<file path="config.mk">
export PLATFORM = sky130hd
export DESIGN_NAME = ftq_ctrl
export DESIGN_NICKNAME = d
export VERILOG_FILES = /design/src/rtl/core/ftq_pkg.sv /design/src/rtl/core/ftq_ctrl.sv
export SDC_FILE = /design/constraint.sdc
export NUM_CORES = 1
export LEC_CHECK = 0
export BUFFER_PORTS_ARGS = -buffer_cell sky130_fd_sc_hd__buf_4
export CORE_MARGIN = 2
export CORE_UTILIZATION = 56
export CTS_CLUSTER_SIZE = 28
export DETAILED_ROUTE_END_ITERATION = 7
export HOLD_SLACK_MARGIN = 0.05
export PLACE_DENSITY = 0.83
export SYNTH_ARGS = -nofsm -noshare
export SYNTH_HDL_FRONTEND = slang
export SYNTH_SLANG_ARGS = --single-unit
export TNS_END_PERCENT = 50
</file>
<file path="constraint.sdc">
create_clock -name i_clk -period 4.21 [get_ports i_clk]
set_input_delay 0.842 -clock i_clk [delete_from_list [all_inputs] [get_ports i_clk]]
set_output_delay 0.842 -clock i_clk [all_outputs]
set_load 0.02 [all_outputs]
</file>
<file path="src/rtl/core/ftq_pkg.sv">
// Shared types and constants of the frequency table quantizer.
`default_nettype none
package ftq_pkg;

    localparam int ALPHABET    = 256;
    localparam int CDF_TOTAL   = 65536;
    localparam int WEIGHT_BITS = 16;

    localparam int IDX_W  = $clog2(ALPHABET);
    localparam int CNT_W  = $clog2(ALPHABET + 1);
    localparam int CUM_W  = 17;
    localparam int SUM_W  = WEIGHT_BITS + IDX_W;
    localparam int SPREAD = CDF_TOTAL - ALPHABET;
    localparam int SPR_W  = $clog2(SPREAD + 1);
    localparam int PROD_W = WEIGHT_BITS + SPR_W;
    localparam int UNI_STEP = CDF_TOTAL / ALPHABET;

    localparam logic [1:0] REQ_WRITE = 2'd0;
    localparam logic [1:0] REQ_BUILD = 2'd1;
    localparam logic [1:0] REQ_READ  = 2'd2;

    typedef enum logic [4:0] {
        S_IDLE, S_RD_WAIT, S_RD_OUT, S_SUM, S_CHECK, S_DV_RD, S_DV_MUL, S_DV_START,
        S_DV_RUN, S_DV_WR, S_MISS, S_RK_RD, S_RK_LD, S_RK_SCAN, S_RK_DEC, S_PRE_CLR,
        S_PRE, S_FIN_OK, S_FIN_ERR
    } t_state;

    typedef enum logic [4:0] {
        DOP_NONE, DOP_IDLE, DOP_SUM, DOP_KCLR, DOP_DRD, DOP_DMUL, DOP_DSTART, DOP_DWR,
        DOP_MISS, DOP_RRD, DOP_RLD, DOP_RSCAN, DOP_RDEC, DOP_PCLR, DOP_PRE, DOP_FIN_OK,
        DOP_FIN_ERR, DOP_RD_OUT
    } t_dop;

    typedef struct packed {
        logic take;
        t_dop op;
    } t_cmd;

    typedef struct packed {
        logic k_last;
        logic k_end;
        logic j_end;
        logic div_busy;
        logic sum_zero;
        logic miss_zero;
        logic out_free;
    } t_stat;

endpackage
`default_nettype wire

</file>
<file path="src/rtl/core/ftq_ctrl.sv">
// Controller state machine that sequences writes, reads and table builds.
`default_nettype none
module ftq_ctrl (
    input  wire logic          i_clk,
    input  wire logic          i_rst_n,
    input  wire logic          i_valid,
    input  wire logic [1:0]    i_req_type,
    input  wire ftq_pkg::t_stat i_stat,
    output ftq_pkg::t_cmd      o_cmd,
    output logic               o_stall
);
    ftq_pkg::t_state r_state, n_state;

    always_ff @(posedge i_clk) begin
        if (!i_rst_n) begin
            r_state <= ftq_pkg::S_IDLE;
        end else begin
            r_state <= n_state;
        end
    end

    always_comb begin
        n_state     = r_state;
        o_cmd.take  = 1'b0;
        o_cmd.op    = ftq_pkg::DOP_NONE;
        unique case (r_state)
            ftq_pkg::S_IDLE: begin
                o_cmd.op   = ftq_pkg::DOP_IDLE;
                o_cmd.take = i_valid;
                if (i_valid && (i_req_type == ftq_pkg::REQ_READ)) begin
                    n_state = ftq_pkg::S_RD_WAIT;
                end else if (i_valid && (i_req_type == ftq_pkg::REQ_BUILD)) begin
                    n_state = ftq_pkg::S_SUM;
                end
            end
            ftq_pkg::S_RD_WAIT: n_state = ftq_pkg::S_RD_OUT;
            ftq_pkg::S_RD_OUT: begin
                o_cmd.op = ftq_pkg::DOP_RD_OUT;
                if (i_stat.out_free) n_state = ftq_pkg::S_IDLE;
            end
            ftq_pkg::S_SUM: begin
                o_cmd.op = ftq_pkg::DOP_SUM;
                if (i_stat.k_end) n_state = ftq_pkg::S_CHECK;
            end
            ftq_pkg::S_CHECK: begin
                o_cmd.op = ftq_pkg::DOP_KCLR;
                n_state  = i_stat.sum_zero ? ftq_pkg::S_FIN_ERR : ftq_pkg::S_DV_RD;
            end
            ftq_pkg::S_DV_RD: begin
                o_cmd.op = ftq_pkg::DOP_DRD;
                n_state  = ftq_pkg::S_DV_MUL;
            end
            ftq_pkg::S_DV_MUL: begin
                o_cmd.op = ftq_pkg::DOP_DMUL;
                n_state  = ftq_pkg::S_DV_START;
            end
            ftq_pkg::S_DV_START: begin
                o_cmd.op = ftq_pkg::DOP_DSTART;
                n_state  = ftq_pkg::S_DV_RUN;
            end
            ftq_pkg::S_DV_RUN: begin
                if (!i_stat.div_busy) n_state = ftq_pkg::S_DV_WR;
            end
            ftq_pkg::S_DV_WR: begin
                o_cmd.op = ftq_pkg::DOP_DWR;
                n_state  = i_stat.k_last ? ftq_pkg::S_MISS : ftq_pkg::S_DV_RD;
            end
            ftq_pkg::S_MISS: begin
                o_cmd.op = ftq_pkg::DOP_MISS;
                n_state  = i_stat.miss_zero ? ftq_pkg::S_PRE_CLR : ftq_pkg::S_RK_RD;
            end
            ftq_pkg::S_RK_RD: begin
                o_cmd.op = ftq_pkg::DOP_RRD;
                n_state  = ftq_pkg::S_RK_LD;
            end
            ftq_pkg::S_RK_LD: begin
                o_cmd.op = ftq_pkg::DOP_RLD;
                n_state  = ftq_pkg::S_RK_SCAN;
            end
            ftq_pkg::S_RK_SCAN: begin
                o_cmd.op = ftq_pkg::DOP_RSCAN;
                if (i_stat.j_end) n_state = ftq_pkg::S_RK_DEC;
            end
            ftq_pkg::S_RK_DEC: begin
                o_cmd.op = ftq_pkg::DOP_RDEC;
                n_state  = i_stat.k_last ? ftq_pkg::S_PRE_CLR : ftq_pkg::S_RK_RD;
            end
            ftq_pkg::S_PRE_CLR: begin
                o_cmd.op = ftq_pkg::DOP_PCLR;
                n_state  = ftq_pkg::S_PRE;
            end
            ftq_pkg::S_PRE: begin
                o_cmd.op = ftq_pkg::DOP_PRE;
                if (i_stat.k_end) n_state = ftq_pkg::S_FIN_OK;
            end
            ftq_pkg::S_FIN_OK: begin
                o_cmd.op = ftq_pkg::DOP_FIN_OK;
                if (i_stat.out_free) n_state = ftq_pkg::S_IDLE;
            end
            ftq_pkg::S_FIN_ERR: begin
                o_cmd.op = ftq_pkg::DOP_FIN_ERR;
                if (i_stat.out_free) n_state = ftq_pkg::S_IDLE;
            end
            default: n_state = ftq_pkg::S_IDLE;
        endcase
    end

    assign o_stall = r_state != ftq_pkg::S_IDLE;
endmodule
`default_nettype wire

</file>
==> out/qor.yml <==
placement:
  post-place-ws_ns: 1.70
  place_hpwl_mm: 1.37
  gp_congestion: 0.818
  port_buffers: 18
sta:
  finalSetupViolCount: 0
  tightestPinTransition_ns: 0.939
  finalSetupTns_ns: 0
  slew_viol_final: 0
  fin_crit_sh_pct: 66.3
  min_period_ns: 2.79
  slew-limit-headroom_pct: 37.3
  fmax_mhz: 358
  hold_violations: 0
  fin_worst_skew_ns: 0.00473
  rsz0062_at_grt: "no"
  setup_ws_ns: 1.42
routing:
  drtIter0Drc: 21
  firstDrtPassIters: 4
  wl_mm: 1.85
  avgViaCountPerCell: 6.39
  wl_per_cell_um: 14.8
  drc_errors: 0
  vias: 799
  ant_nets: 0
logic_synthesis:
  synth_area_um2: 764
  synthTopCellsByArea: "dfxtp_1 13%, nor4_4 8.3%, a21oi_1 7.9%, nand2_1 3.9%, nor3_1 3.3%"
  synth.avg_cell_area_um2: 7.88
  synthTopCellsByCount: "12 x a21oi_1, 8 x nand2_1, 6 x nor2_1"
  synthDistinctLibCells: 43
  synth_seq_cells: 5
  synth_ff_type: "dfxtp_1"
  syn_nets: 109
  async_flop_share_pct: 0
  yosys.area.top_type: "dfxtp_1"
  syn-instance-count: 97
  yosys_warnings: 0
  synth_edf_count: 0
  seq_area_frac_synth_pct: 13.1
  synth_top_area_share_pct: 13.1
  synthMostInstantiatedCell: "a21oi_1"
critical_path:
  r2r-start: "r_state[0]"
  worstSetupPathType: "flip-flop to primary output"
  cp-start-kind: "flip-flop"
  critPathRequiredTime_ns: 3.37
  reg2regPathDepth: 5
  path_delay_family: "flip-flops"
  crit_buf_inv: 1
  reg2reg_slack_ns: 2.13
  critPathCaptureType: "primary output"
  cpMaxStageDelayCell: "dfxtp_1"
  worstPathCellList: "nor2_1, and2_1, mux2_2, buf_4"
  r2r-end: "r_state[0]"
  critPathLaunch: "r_state[2]"
  crit_arrival_ns: 1.95
  critPathMaxStageDelay_ns: 0.82
  critPathMaxFanout: 18
die:
  start_util_pct: 59.5
  dieArea_mm2: 0.00168
  die_y_um: 40.9
  io_pins: 19
  core-area_mm2: 0.00128
  num_rows: 13
  die_x_um: 40.9
power:
  p_per_area_mw_per_mm2: 573
  p_total_uw: 507
  vdd_drop_max_v: 0.000309
  total_leakage_power_uw: 0.000339
hold_path:
  min_path_cells: 2
  min_to: "r_state[1]"
  hp-start: "r_state[1]"
  holdCritPathClass: "flip-flop to flip-flop"
layout:
  drive_gt1_share_pct: 30.9
  n_antenna_cell: 0
  largest_register: "r_state"
  fin_nets: 123
  largest_reg_flops: 5
  num-fill-cells: 119
  top_regs: "r_state: 5 flops"
  syn_to_final_growth_pct: 15.7
cts:
  cts-htree-levels: 1
  cts_made_buffers: 3
  clockBufferDepth: 2
  clock_latency_ns: 0.24
  postCtsSetupRepairBufs: 0
  clkSinkCount: 5
  ctsResizeCount: 0
  cts_tree: "yes"
  hold_buffers: 0
  root_buffer: "clkbuf_4"
  clkTransAtPathRegs_ns: 0.05
grt:
  antenna_found_initial: 0
  grt_pass1_wl_mm: 2.90
  grt_overflow_total: 0
  track_usage_pct: 26.4
  grt_max_degree: 28
  grt_pass1_vias: 633
run_status:
  status: "finished, final reports clean"
run:
  cap_violations: 0
metal layers:
| layer | vias to the layer above | global-route usage, % | share of wire (%) |
|---|---|---|---|
| met5 | - | 0 | 0 |
| met4 | 0 | 1.67 | 0 |
| met2 | 23 | 46.5 | 52 |
| met3 | 0 | 9.24 | 4.7 |
| li1 | 401 | - | - |
| met1 | 375 | 31.6 | 43 |
worst max-delay path by stage:
stage          slack, ns       end  cells after the start
3_5_place_dp        1.70  o_cmd[3]                      4
6_report            1.42  o_cmd[3]                      4
5_1_grt             1.27  o_cmd[0]                      5
3_3_place_gp        1.74  o_cmd[1]                      4
2_1_floorplan       1.81  o_cmd[4]                      4
4_1_cts             1.43  o_cmd[1]                      4
stage by stage:
| stage | utilization, % | area (µm²) | instances | hold WS, ns |
|---|---|---|---|---|
| 2_1_floorplan | - | 764 | 97 | 0.698 |
| 3_3_place_gp | 66.8 | 858 | 121 | 0.727 |
| 3_5_place_dp | 66.8 | 858 | 121 | 0.740 |
| 4_1_cts | 68.8 | 885 | 125 | 0.746 |
| 5_1_grt | 68.8 | 885 | 125 | 0.800 |
| 6_report | 68.8 | 885 | 125 | 0.755 |
cells in the final DEF (no fill, tap or decap), types with 3 or more instances in the layout:
| cell | count |
|---|---|
| buf_4 | 19 |
| a21oi_1 | 12 |
| nand2_1 | 8 |
| nor2_1 | 6 |
| nor3_1 | 5 |
| dfxtp_1 | 5 |
| nor4_4 | 3 |
| inv_1 | 3 |
| nor2b_1 | 3 |
| clkbuf_4 | 3 |
worst reg2reg max path, stage by stage, from the launching register on:
cell	delay (ns)
dfxtp_1	0.93
and2b_1	0.28
a21oi_1	0.11
o41a_4	0.42
a21oi_1	0.14
a311oi_1	0.07
cells by family (layout without fill, tap and decap cells):
group | after synthesis | count (layout) | share of synthesized area, %
AO/OA/AOI/OAI | 37 | 37 | 39.3
XOR/XNOR | 2 | 2 | 2.29
buffers and inverters | 15 | 28 | 11.3
flip-flops | 5 | 5 | 13.1
multiplexers | 1 | 1 | 1.47
AND/OR/NAND/NOR | 37 | 37 | 32.6
final cells by class:
type | instances | area [µm²] | share of cell area (%)
clock buffers | 4 | 26.3 | 2.97
inverters | 5 | 18.8 | 2.12
multi-input cells | 77 | 578 | 65.3
flip-flops and latches | 5 | 100 | 11.3
well taps | 15 | 18.8 | 2.12
repair buffers | 19 | 143 | 16.1
power by group:
part	internal (µW)	total (µW)	switching, µW
clock network	36.0	58.4	22.4
registers	59.2	122	62.7
logic	156	326	170
(Power assumes the default switching activity.)
